`src/rtl/plt_pkg.sv`:
```
// ============================================================================
// plt_pkg
// Shared types and constants for the positional list table unit.
// ============================================================================
package plt_pkg;

    localparam int DEPTH_DEF = 64;

    localparam int CMD_W = 3;
    localparam int POS_W = 7;
    localparam int VAL_W = 32;
    localparam int IDX_W = 6;
    localparam int CNT_W = 7;

    localparam logic [CMD_W-1:0] CMD_CLEAR  = 3'd0;
    localparam logic [CMD_W-1:0] CMD_INSERT = 3'd1;
    localparam logic [CMD_W-1:0] CMD_DELETE = 3'd2;
    localparam logic [CMD_W-1:0] CMD_GET    = 3'd3;
    localparam logic [CMD_W-1:0] CMD_LOCATE = 3'd4;

    typedef enum logic [2:0] {
        ST_OK       = 3'd0,
        ST_FULL     = 3'd1,
        ST_BADPOS   = 3'd2,
        ST_EMPTY    = 3'd3,
        ST_NOTFOUND = 3'd4
    } t_status;

    typedef enum logic [2:0] {
        PTR_HOLD,
        PTR_LD_TOP,
        PTR_LD_POS,
        PTR_LD_ZERO,
        PTR_INC,
        PTR_DEC
    } t_ptr_op;

    typedef enum logic [1:0] {
        CNT_HOLD,
        CNT_CLR,
        CNT_INC,
        CNT_DEC
    } t_cnt_op;

    typedef enum logic [3:0] {
        S_IDLE,
        S_DECODE,
        S_INS_SHIFT,
        S_INS_LAST,
        S_INS_PUT,
        S_DEL_RD,
        S_DEL_CAP,
        S_DEL_SHIFT,
        S_DEL_END,
        S_GET_RD,
        S_GET_CAP,
        S_LOC_SCAN
    } t_state;

    // controller -> datapath
    typedef struct packed {
        logic    cap;
        t_ptr_op ptr_op;
        logic    rd_en;
        logic    rd_copy;
        logic    copy_up;
        logic    wr_val;
        logic    ld_rd;
        logic    ld_idx;
        logic    clr_out;
        logic    res;
        t_status res_status;
        t_cnt_op cnt_op;
    } t_dp_cmd;

    // datapath -> controller
    typedef struct packed {
        logic [CMD_W-1:0] cmd;
        logic             full;
        logic             ins_bad;
        logic             acc_bad;
        logic             empty;
        logic             append;
        logic             at_first;
        logic             at_end;
        logic             match;
    } t_dp_stat;

endpackage

```
`src/rtl/plt_datapath.sv`:
```
// ============================================================================
// plt_datapath
// Entry store, length count, walk pointer, copy pipeline and result registers.
// ============================================================================
module plt_datapath
    import plt_pkg::*;
#(
    parameter int DEPTH = DEPTH_DEF
) (
    input  logic                    i_clk,
    input  logic                    i_rst_n,
    input  logic [CMD_W-1:0]        i_cmd,
    input  logic [POS_W-1:0]        i_position,
    input  logic signed [VAL_W-1:0] i_value,
    input  t_dp_cmd                 i_ctl,
    output t_dp_stat                o_stat,
    output logic                    o_valid,
    output logic [2:0]              o_status,
    output logic signed [VAL_W-1:0] o_read_value,
    output logic [IDX_W-1:0]        o_found_index,
    output logic [CNT_W-1:0]        o_count
);

    localparam int AW = $clog2(DEPTH);
    localparam int CW = $clog2(DEPTH + 1);
    localparam int PW = ((CW > POS_W) ? CW : POS_W) + 1;

    logic [VAL_W-1:0] mem [DEPTH];

    logic [CMD_W-1:0]        r_cmd;
    logic [POS_W-1:0]        r_pos;
    logic [VAL_W-1:0]        r_val;
    logic [CW-1:0]           r_count, n_count;
    logic [CW-1:0]           r_ptr, n_ptr;
    logic [AW-1:0]           r_wa;
    logic                    r_pend;
    logic [VAL_W-1:0]        r_rdata;
    logic [AW-1:0]           r_ra;
    logic                    r_rd_vld;
    logic [VAL_W-1:0]        r_out_rd;
    logic [IDX_W-1:0]        r_out_idx;
    t_status                 r_status;
    logic                    r_valid;

    logic [PW-1:0] pos_x, cnt_x, ptr_x, pos_m1x;

    assign pos_x   = PW'(r_pos);
    assign cnt_x   = PW'(r_count);
    assign ptr_x   = PW'(r_ptr);
    assign pos_m1x = pos_x - PW'(1);

    always_comb begin
        o_stat.cmd      = r_cmd;
        o_stat.full     = (r_count == CW'(DEPTH));
        o_stat.ins_bad  = (pos_x == '0) || (pos_x > cnt_x + PW'(1));
        o_stat.acc_bad  = (pos_x == '0) || (pos_x > cnt_x);
        o_stat.empty    = (r_count == '0);
        o_stat.append   = (pos_x == cnt_x + PW'(1));
        o_stat.at_first = (ptr_x + PW'(1) == pos_x);
        o_stat.at_end   = (r_ptr == r_count);
        o_stat.match    = r_rd_vld && (r_rdata == r_val);
    end

    always_comb begin
        case (i_ctl.ptr_op)
            PTR_LD_TOP:  n_ptr = r_count - CW'(1);
            PTR_LD_POS:  n_ptr = CW'(pos_m1x);
            PTR_LD_ZERO: n_ptr = '0;
            PTR_INC:     n_ptr = r_ptr + CW'(1);
            PTR_DEC:     n_ptr = r_ptr - CW'(1);
            default:     n_ptr = r_ptr;
        endcase
    end

    always_comb begin
        case (i_ctl.cnt_op)
            CNT_CLR: n_count = '0;
            CNT_INC: n_count = r_count + CW'(1);
            CNT_DEC: n_count = r_count - CW'(1);
            default: n_count = r_count;
        endcase
    end

    // store: one write and one registered read per cycle
    always_ff @(posedge i_clk) begin
        if (r_pend) begin
            mem[r_wa] <= r_rdata;
        end else if (i_ctl.wr_val) begin
            mem[pos_m1x[AW-1:0]] <= r_val;
        end
        if (i_ctl.rd_en) begin
            r_rdata <= mem[r_ptr[AW-1:0]];
        end
    end

    // control state
    always_ff @(posedge i_clk) begin
        if (!i_rst_n) begin
            r_count  <= '0;
            r_pend   <= 1'b0;
            r_rd_vld <= 1'b0;
            r_valid  <= 1'b0;
        end else begin
            r_count  <= n_count;
            r_pend   <= i_ctl.rd_en && i_ctl.rd_copy;
            r_rd_vld <= i_ctl.rd_en;
            r_valid  <= i_ctl.res;
        end
    end

    // payload
    always_ff @(posedge i_clk) begin
        r_ptr <= n_ptr;
        r_ra  <= r_ptr[AW-1:0];
        r_wa  <= i_ctl.copy_up ? r_ptr[AW-1:0] + AW'(1) : r_ptr[AW-1:0] - AW'(1);
        if (i_ctl.cap) begin
            r_cmd <= i_cmd;
            r_pos <= i_position;
            r_val <= i_value;
        end
        if (i_ctl.clr_out) begin
            r_out_rd  <= '0;
            r_out_idx <= '0;
        end
        if (i_ctl.ld_rd) begin
            r_out_rd <= r_rdata;
        end
        if (i_ctl.ld_idx) begin
            r_out_idx <= IDX_W'(r_ra);
        end
        if (i_ctl.res) begin
            r_status <= i_ctl.res_status;
        end
    end

    assign o_valid       = r_valid;
    assign o_status      = r_status;
    assign o_read_value  = r_out_rd;
    assign o_found_index = r_out_idx;
    assign o_count       = CNT_W'(r_count);

endmodule

```
`src/rtl/plt_ctrl.sv`:
```
// ============================================================================
// plt_ctrl
// Sequencer: decodes a request and steps the datapath through its walk.
// ============================================================================
module plt_ctrl
    import plt_pkg::*;
(
    input  logic     i_clk,
    input  logic     i_rst_n,
    input  logic     i_start,
    input  t_dp_stat i_stat,
    output t_dp_cmd  o_ctl,
    output logic     o_busy
);

    t_state r_state, n_state;

    always_ff @(posedge i_clk) begin
        if (!i_rst_n) begin
            r_state <= S_IDLE;
        end else begin
            r_state <= n_state;
        end
    end

    always_comb begin
        n_state = r_state;
        o_ctl   = '0;
        o_busy  = (r_state != S_IDLE);
        unique case (r_state)
            S_IDLE: begin
                if (i_start) begin
                    o_ctl.cap = 1'b1;
                    n_state   = S_DECODE;
                end
            end
            S_DECODE: begin
                o_ctl.clr_out = 1'b1;
                unique case (i_stat.cmd)
                    CMD_CLEAR: begin
                        o_ctl.res    = 1'b1;
                        o_ctl.cnt_op = CNT_CLR;
                        n_state      = S_IDLE;
                    end
                    CMD_INSERT: begin
                        if (i_stat.full) begin
                            o_ctl.res        = 1'b1;
                            o_ctl.res_status = ST_FULL;
                            n_state          = S_IDLE;
                        end else if (i_stat.ins_bad) begin
                            o_ctl.res        = 1'b1;
                            o_ctl.res_status = ST_BADPOS;
                            n_state          = S_IDLE;
                        end else if (i_stat.append) begin
                            n_state = S_INS_PUT;
                        end else begin
                            o_ctl.ptr_op = PTR_LD_TOP;
                            n_state      = S_INS_SHIFT;
                        end
                    end
                    CMD_DELETE: begin
                        if (i_stat.empty) begin
                            o_ctl.res        = 1'b1;
                            o_ctl.res_status = ST_EMPTY;
                            n_state          = S_IDLE;
                        end else if (i_stat.acc_bad) begin
                            o_ctl.res        = 1'b1;
                            o_ctl.res_status = ST_BADPOS;
                            n_state          = S_IDLE;
                        end else begin
                            o_ctl.ptr_op = PTR_LD_POS;
                            n_state      = S_DEL_RD;
                        end
                    end
                    CMD_GET: begin
                        if (i_stat.acc_bad) begin
                            o_ctl.res        = 1'b1;
                            o_ctl.res_status = ST_BADPOS;
                            n_state          = S_IDLE;
                        end else begin
                            o_ctl.ptr_op = PTR_LD_POS;
                            n_state      = S_GET_RD;
                        end
                    end
                    CMD_LOCATE: begin
                        if (i_stat.empty) begin
                            o_ctl.res        = 1'b1;
                            o_ctl.res_status = ST_NOTFOUND;
                            n_state          = S_IDLE;
                        end else begin
                            o_ctl.ptr_op = PTR_LD_ZERO;
                            n_state      = S_LOC_SCAN;
                        end
                    end
                    default: begin
                        // unused codes: no change
                        o_ctl.res = 1'b1;
                        n_state   = S_IDLE;
                    end
                endcase
            end
            S_INS_SHIFT: begin
                // copy entry at ptr up by one, top first
                o_ctl.rd_en   = 1'b1;
                o_ctl.rd_copy = 1'b1;
                o_ctl.copy_up = 1'b1;
                if (i_stat.at_first) begin
                    n_state = S_INS_LAST;
                end else begin
                    o_ctl.ptr_op = PTR_DEC;
                end
            end
            S_INS_LAST: begin
                n_state = S_INS_PUT;
            end
            S_INS_PUT: begin
                o_ctl.wr_val = 1'b1;
                o_ctl.cnt_op = CNT_INC;
                o_ctl.res    = 1'b1;
                n_state      = S_IDLE;
            end
            S_DEL_RD: begin
                o_ctl.rd_en  = 1'b1;
                o_ctl.ptr_op = PTR_INC;
                n_state      = S_DEL_CAP;
            end
            S_DEL_CAP: begin
                o_ctl.ld_rd = 1'b1;
                if (i_stat.at_end) begin
                    n_state = S_DEL_END;
                end else begin
                    o_ctl.rd_en   = 1'b1;
                    o_ctl.rd_copy = 1'b1;
                    o_ctl.ptr_op  = PTR_INC;
                    n_state       = S_DEL_SHIFT;
                end
            end
            S_DEL_SHIFT: begin
                if (i_stat.at_end) begin
                    n_state = S_DEL_END;
                end else begin
                    o_ctl.rd_en   = 1'b1;
                    o_ctl.rd_copy = 1'b1;
                    o_ctl.ptr_op  = PTR_INC;
                end
            end
            S_DEL_END: begin
                o_ctl.cnt_op = CNT_DEC;
                o_ctl.res    = 1'b1;
                n_state      = S_IDLE;
            end
            S_GET_RD: begin
                o_ctl.rd_en = 1'b1;
                n_state     = S_GET_CAP;
            end
            S_GET_CAP: begin
                o_ctl.ld_rd = 1'b1;
                o_ctl.res   = 1'b1;
                n_state     = S_IDLE;
            end
            S_LOC_SCAN: begin
                if (i_stat.match) begin
                    o_ctl.ld_idx = 1'b1;
                    o_ctl.res    = 1'b1;
                    n_state      = S_IDLE;
                end else if (i_stat.at_end) begin
                    o_ctl.res        = 1'b1;
                    o_ctl.res_status = ST_NOTFOUND;
                    n_state          = S_IDLE;
                end else begin
                    o_ctl.rd_en  = 1'b1;
                    o_ctl.ptr_op = PTR_INC;
                end
            end
            default: begin
                n_state = S_IDLE;
            end
        endcase
    end

endmodule

```
`src/rtl/positional_list_table_unit.sv`:
```
// ============================================================================
// positional_list_table_unit
// Ordered list of up to DEPTH signed words with clear, insert, delete, get, locate.
// ============================================================================
//
//  channel  | ports                                        | handshake
//  ---------+----------------------------------------------+-------------------
//  request  | i_cmd, i_position, i_value                   | start && !busy
//  result   | o_status, o_read_value, o_found_index,       | o_valid, one cycle
//           | o_count                                      |
//
//  Clear, rejected requests and unused codes finish straight from decode;
//  get reads one entry; insert and delete walk the entries between position
//  p and the end of the list (an append skips the walk); locate scans from
//  the front until a match or the end of the list.
//  The walk moves one entry per cycle through the store's single write
//  port and registered read port; a copy is read one cycle, written the next.
//  busy is high from accept until the result strobe; the result strobe
//  lands in the cycle busy drops, so a new request can be taken at once.
//  Reset (synchronous, active low) empties the list; entry contents are
//  not cleared. The receiver cannot stall: each result shows for one cycle.
//
module positional_list_table_unit
    import plt_pkg::*;
#(
    parameter int DEPTH = DEPTH_DEF
) (
    input  logic                    i_clk,
    input  logic                    i_rst_n,
    input  logic                    start,
    output logic                    busy,
    input  logic [CMD_W-1:0]        i_cmd,
    input  logic [POS_W-1:0]        i_position,
    input  logic signed [VAL_W-1:0] i_value,
    output logic                    o_valid,
    output logic [2:0]              o_status,
    output logic signed [VAL_W-1:0] o_read_value,
    output logic [IDX_W-1:0]        o_found_index,
    output logic [CNT_W-1:0]        o_count
);

    t_dp_cmd  ctl;
    t_dp_stat stat;

    // sequencer
    plt_ctrl u_ctrl (
        .i_clk   (i_clk),
        .i_rst_n (i_rst_n),
        .i_start (start),
        .i_stat  (stat),
        .o_ctl   (ctl),
        .o_busy  (busy)
    );

    // store, count, pointer and result registers
    plt_datapath #(
        .DEPTH (DEPTH)
    ) u_dp (
        .i_clk         (i_clk),
        .i_rst_n       (i_rst_n),
        .i_cmd         (i_cmd),
        .i_position    (i_position),
        .i_value       (i_value),
        .i_ctl         (ctl),
        .o_stat        (stat),
        .o_valid       (o_valid),
        .o_status      (o_status),
        .o_read_value  (o_read_value),
        .o_found_index (o_found_index),
        .o_count       (o_count)
    );

endmodule

```
`config.mk`:
```
export PLATFORM = sky130hd
export DESIGN_NAME = positional_list_table_unit
export DESIGN_NICKNAME = d
export VERILOG_FILES = /design/src/rtl/plt_pkg.sv /design/src/rtl/plt_datapath.sv /design/src/rtl/plt_ctrl.sv /design/src/rtl/positional_list_table_unit.sv
export SDC_FILE = /design/constraint.sdc
export NUM_CORES = 2
export LEC_CHECK = 0
export BUFFER_PORTS_ARGS = -buffer_cell sky130_fd_sc_hd__buf_2
export CAP_MARGIN = 20
export CORE_MARGIN = 2
export CORE_UTILIZATION = 35
export DETAILED_ROUTE_END_ITERATION = 10
export PLACE_DENSITY = 0.51
export SLEW_MARGIN = 0
export SYNTH_ARGS = -nofsm -noshare
export SYNTH_HDL_FRONTEND = slang
export SYNTH_SLANG_ARGS = --single-unit
```
`constraint.sdc`:
```
create_clock -name i_clk -period 5.05 [get_ports i_clk]
set_input_delay 0.505 -clock i_clk [delete_from_list [all_inputs] [get_ports i_clk]]
set_output_delay 0.505 -clock i_clk [all_outputs]
set_load 0.005 [all_outputs]
```
**After elaboration in Yosys (flattened, before gate mapping)**

Memory sizes are Yosys's and may differ from the RTL's. A register that Yosys moved wholly into a read port is not among the register bits.
Index checks and enable logic that the tools add are counted.

- Bits in registers: 116
- Bits in latches: 0
- RAM bits: 2048
- Bits in read-only memories: 0
- Memories: 1

- Add/sub/neg operators: 9
- $mul: 0
- Divide/modulo/power cells: 0
- $lt $le $gt $ge: 2
- Equal/unequal tests: 32
- Shift-type cells: 0
- Muxes and demuxes: 66
- Bitwise operators: 0
- Reductions and logical operators: 19

Memories:

| memory | depth | width | read ports | clocked after memory_dff | wr ports | RTL line | text |
|---|---|---|---|---|---|---|---|
| u_dp.mem | 64 | 32 | 1 | 1 | 1 | plt_datapath.sv:28 | `logic [VAL_W-1:0] mem [DEPTH];` |

Operators by type and width:

| cell | number |
|---|---|
| 32-bit 2-to-1 mux | 3 |
| 4-bit 2-to-1 mux | 17 |
| 4-bit case mux with 9 select lines | 1 |
| 7-bit case mux with 5 select lines | 1 |
| 32-bit equality test | 1 |
| 32-bit OR reduction | 1 |
| 3-bit 2-to-1 mux | 9 |
| 6-bit 2-to-1 mux | 4 |
| 3-bit case mux with 4 select lines | 2 |
| 7-bit case mux with 3 select lines | 1 |
| 7-bit by 1-bit subtractor with 7-bit output (second input constant) | 3 |
| 1-bit 2-to-1 mux | 17 |
| 7-bit by 1-bit adder with 8-bit output (second input constant) | 2 |
| 4-bit by 3-bit equality test with 1-bit output (second input constant) | 4 |
| 4-bit equality test (second input constant) | 4 |
| 4-bit case mux with 4 select lines | 1 |
| 3-bit case mux with 5 select lines | 1 |
| 7-bit by 1-bit adder with 7-bit output (second input constant) | 2 |
| 3-bit by 2-bit equality test with 1-bit output (second input constant) | 4 |
| 3-bit equality test (second input constant) | 3 |
| 4-bit by 2-bit equality test with 1-bit output (second input constant) | 2 |
| 7-bit by 8-bit equality test with 1-bit output | 1 |
| 8-bit by 7-bit equality test with 1-bit output | 1 |
| 7-bit by 8-bit > comparator with 1-bit output | 1 |
| 31 further kinds | 42 |

**Logic depth before layout (Yosys ltp)**

- Depth in word-level cells: 9
- Depth in mapped cells: 17

**Modules after synthesis**

Synthesis repeated with hierarchy kept, for this count alone.

- Cell total of the unflattened synthesis: 3952
- Area total of the unflattened synthesis: 85913.6 um2

By module, submodules not included:

| module | instances | cells each | area each (um2) | sequential area each (um2) |
|---|---|---|---|---|
| plt_datapath | 1 | 3846 | 85229.2 | 65602.9 |
| plt_ctrl | 1 | 106 | 684.4 | 80.1 |

**Worst setup path after synthesis**

OpenSTA, ideal clock, no wires.

- Path type: register -> register
- Start: reg u_dp.r_ptr[0]
- End: reg u_dp.r_rdata[0], read port of u_dp.mem (enable)
- Library setup time: 0.474 ns
- Data arrival time: 3.993 ns
- Required time: 4.576 ns
- Setup slack: 0.582 ns
- Stages on the path, launching flop included: 9
- Clock period less this slack: 4.468 ns
- Path through: edfxtp_1 -> clkbuf_1 -> buf_6 -> xnor2_1 -> nand3_1 -> or2_2 -> clkbuf_1 -> a21boi_0 -> o31ai_1

RTL lines:

| what | RTL line | text |
|---|---|---|
| start: declaration | plt_datapath.sv:34 | `logic [CW-1:0] r_ptr, n_ptr;` |
| start signal: assignment | plt_datapath.sv:113 | `r_ptr <= n_ptr;` |
| end: declaration | plt_datapath.sv:37 | `logic [VAL_W-1:0] r_rdata;` |

**Worst setup path after layout**

- Start: reg u_ctrl.r_state[2]
- End: mem u_dp.mem[41][17] (enable)

- Longest elaborated chain between the ends: 7

RTL lines:

| what | RTL line | text |
|---|---|---|
| start: declaration | plt_ctrl.sv:16 | `t_state r_state, n_state;` |
| start signal: assignment | plt_ctrl.sv:22 | `r_state <= n_state;` |
| 4-bit by 3-bit equality test with 1-bit output (*) | plt_ctrl.sv:30 | `unique case (r_state)` |
| 1-bit 2-to-1 mux (*) | plt_ctrl.sv:30 |  |
| 1-bit 2-to-1 mux (*) | plt_datapath.sv:88 | `end else if (i_ctl.wr_val) begin` |
| 1-bit 2-to-1 mux (*) | plt_datapath.sv:86 | `if (r_pend) begin` |
| 1-bit 2-to-1 mux (not written as such) (*) | plt_datapath.sv:89 | `mem[pos_m1x[AW-1:0]] <= r_val;` |
| 32-bit OR reduction (no source line) | - |  |
| 6-bit 2-to-1 mux (no source line) / 1-bit 2-to-1 mux (equally long branches) | - |  |
| end: declaration | plt_datapath.sv:28 |  |

Every way passes the cells marked *; elsewhere a longest branch is shown, timed or not.

==> results.env <==
OUTCOME='finished, final reports clean'
POSTLAYOUTCOREUTIL=0.406
DIEWIDTH_UM=498
DRV_CAP=0
ELEMENT_TYPE_AT_THE_CRITICAL_PATH_END='register'
STATIC_LEAKAGE_nW=30.7
DRT-TOTAL-WL_UM=218000
WARNINGS_FROM_YOSYS=0
GRT_SETUP_UNREPAIRED='false'
POWER.SEQUENTIAL.FRACTION=0.546
CLOCK_SINK_COUNT=2196
MOST-COMMON-LAYOUT-CELLS='2170 x edfxtp_1, 672 x mux4_2, 226 x clkbuf_16'
DRIVE_GT1_FRAC=0.316
START_KIND='register'
ROUTED-VIA-COUNT=39600
STARTING_DENSITY_OF_THE_CORE=0.351
LARGEST_NET_DEGREE_AT_THE_START_OF_GLOBAL_ROUTING=136
SYN-MEAN-INSTANCE-AREA_UM2=23.2
WORST_HOLD_SLACK_NS=0.352
SLEW-LIMIT-HEADROOM=0.252
CELL_INTERNAL_PWR_mW=29.1
POWERDENSITY_nW_PER_UM2=371
PWR-SHARE-CLK=0.430
CLOCK_PATH_BUFFERS=3
DETAILEDROUTE.FIRSTITERATIONVIOLATIONS=3844
FINAL_COMMON_CELL='edfxtp_1'
SKEW_NS=0.0385
AREA_GROW_SYN2LAYOUT_PCT=15.6
SYNTHESIS.INSTANCES=3676
FINALWORSTPATHREQUIREDPERIOD_NS=4.00
FP.COREAREA_UM2=243000
SYNTH_SEQ_CELLS=2196
FINALWORSTSETUPSLACK_NS=1.05
DRT_PRE_ANTENNA_ITERS=7
PEAKVDDDROP_uV=377
MAPPEDNETLISTAREA_UM2=85300
MAX_CLOCK_FREQ_MHz=250
SYNTHESIS.NETS=3751
CP_DATA_ARRIVAL_TIME_NS=4.49
FIN_CRIT_SH=0.792
GRT_PASS1_VIAS=40400
REPORT.FINAL.SLEW_VIOL_COUNT=0
HOLDCRITPATHCLASS='in -> reg'
SYNTH_SEQ_AREA_SHARE=0.770
TRITONCTS.NUM_BUFFERS=222
GRT_PASS1_WL_UM=312000
CTS_TREE='built'
WORSTSETUPPATHTYPE='reg -> reg'
PLACE_HPWL_UM=125000
ROW_COUNT=181
SETUP_TOTAL_NEGATIVE_SLACK_NS=0
POWER.SHARE.COMBINATIONAL=0.025
CTS_ROOT_BUFFER='clkbuf_16'
CTS.REPORTEDPATHS.CLKPINSLEW_NS=0.06
BOUNDARYPINS=95
NET-SWITCHING-POWER_mW=7.41
PLACE_WORST_SETUP_SLACK_NS=1.09
EDFF_COUNT_SYNTH=2170
SYNTH_FF_TYPE='edfxtp_1'
SYNTH_ASYNC_SR_FLOP_SHARE=0
ANTENNA_LEFT=0
TIMING_WORST_SLEW_PIN_VALUE_NS=1.11
REQUIRED_ARRIVAL_TIME_AT_THE_WORST_ENDPOINT_NS=5.54
DIEAREA_UM2=248000
SWITCHING_POWER_SHARE_OF_THE_TOTAL=0.203
GRT.OVERFLOW.TOTAL=0
WORST-PATH-MAX-FANOUT=29
HTREE_NUM_LEVELS=4
REMAINING_DRC_ERRORS=0
FIN_NETS=4106
ANTENNA_FOUND_INITIAL=11
DIE_HEIGHT_UM=498
CTS_REPAIR_RESIZE_COUNT=0
VIAS_PER_CELL=5.34
PORT-BUFFER-COUNT=94
CLOCK_LATENCY_ON_THE_WORST_SKEW_PAIR_NS=0.87
GRT_OVERALL_USAGE=0.175
SYNTH_CELL_TYPES=53
FINAL_SETUP_VIOLATING_ENDPOINTS=0
POST-CTS-SETUP-BUFFER-COUNT=0
CTS_HOLD_REPAIR.BUFFERS=43
GP_CONGESTION=0.830
ROUTE.DETAILED.WL_PER_INST_UM=29.5
TIMING.FINAL.HOLD_VIOLATIONS=0
per-layer routing:
metal,share of wire,vias to the layer above,global-route usage
met3,0.050,236,0.0269
met5,0,-,0
met1,0.45,21900,0.254
met4,0.016,0,0.0380
met2,0.48,1125,0.281
li1,-,16400,-
worst max-delay path: stages (launching register included):
cell and delay [ns]:
dfxtp_1 0.58, nor2b_1 0.28, and2_1 0.33, nand2b_1 0.38, nand2_1 0.21, o21ai_0 0.13, nor2_1 0.19, nand2_1 0.59
nor2_4 0.36, buf_4 0.52
per-stage QoR:
step | cell area, um2 | total power, mW | instances
finish | 98600 | 36.5 | 7415
global route | 98600 | 37.7 | 7411
CTS | 98400 | 36.9 | 7400
detailed placement | 91100 | 21.2 | 6956
global placement | 90900 | 21.2 | 6949
floorplan | 85300 | 20.8 | 3676
layout make-up:
class                   count  area (um2)
diodes                      5        12.5
clock buffers             288        5920
clock inverters           113         962
fillers                 21100      144000
inverters                  25        93.8
multi-input cells        1276       19300
flip-flops and latches   2196       65700
well taps                3202        4010
repair buffers            310        2630
path summary, 6_finish.rpt:
| check | from | to | slack, ns | cells past startpoint |
|---|---|---|---|---|
| setup reg to reg | u_ctrl.r_state[2] | u_dp.mem[41][17] | 1.05 | 9 |
| hold reg to reg | u_dp.r_ra[3] | u_dp.o_found_index[3] | 0.53 | 1 |
| hold / removal | i_position[0] | u_dp.r_pos[0] | 0.35 | 2 |
| setup / recovery | u_ctrl.r_state[2] | u_dp.mem[41][17] | 1.05 | 9 |
cell families after synthesis:
logic type / count (synthesis) / synth area share
fa+ha+maj: 30 / 0.00458
xor+xnor: 71 / 0.00729
simple gates: 383 / 0.0205
flops: 2196 / 0.770
mux: 677 / 0.178
compound gates: 115 / 0.00894
buf+inv: 204 / 0.0102
sequential cells by signal, summed over array words and instances, names as in the netlist:
| signal | count |
|---|---|
| u_dp.r_ptr | 7 |
| u_dp.r_pend | 1 |
| u_dp.o_status | 3 |
| u_dp.r_cmd | 3 |
| u_dp.r_rd_vld | 1 |
| u_dp.r_val | 32 |
| u_dp.o_count | 7 |
| u_ctrl.r_state | 4 |
| u_dp.r_ra | 6 |
| u_dp.o_valid | 1 |
| u_dp.r_rdata | 32 |
| u_dp.o_read_value | 32 |
| u_dp.r_wa | 6 |
| u_dp.r_pos | 7 |
| u_dp.o_found_index | 6 |
| u_dp.mem | 2048 |
power by group through the flow:
stage | registers (mW) | logic, mW | clock network [mW]
after floorplan | 20.3 | 0.529 | 0
after global placement | 20.3 | 0.868 | 0
after detailed placement | 20.3 | 0.875 | 0
after CTS | 19.9 | 0.903 | 16.1
after global routing | 19.9 | 0.956 | 16.8
final | 19.9 | 0.896 | 15.7
synth_stat cells, types with 4 or more instances:
library cell / count / area share
dfxtp_1: 26 / 0.0061
inv_1: 25 / 0.0011
xnor2_1: 65 / 0.0067
buf_6: 5 / 0.00066
nand2_1: 152 / 0.0067
a21oi_1: 25 / 0.0015
nor2b_1: 10 / 0.00073
ha_1: 28 / 0.0041
clkbuf_1: 104 / 0.0046
nand2b_1: 6 / 0.00044
o21a_1: 4 / 0.00035
o221ai_1: 6 / 0.00062
and2_1: 41 / 0.0030
a31oi_1: 7 / 0.00051
nand4_1: 16 / 0.0012
edfxtp_1: 2170 / 0.76
o31ai_1: 5 / 0.00044
nor3_1: 9 / 0.00053
nand3_1: 22 / 0.0013
buf_1: 18 / 0.00079
mux2i_1: 5 / 0.00059
mux4_2: 672 / 0.18
o21bai_1: 5 / 0.00044
and3_1: 12 / 0.00088
a21o_1: 10 / 0.00088
o21ai_0: 23 / 0.0014
buf_2: 52 / 0.0031
xor2_1: 6 / 0.00062
o22ai_1: 4 / 0.00029
nor2_1: 97 / 0.0043
nor4_1: 7 / 0.00051
No activity file was read; power rests on OpenSTA's default activity.
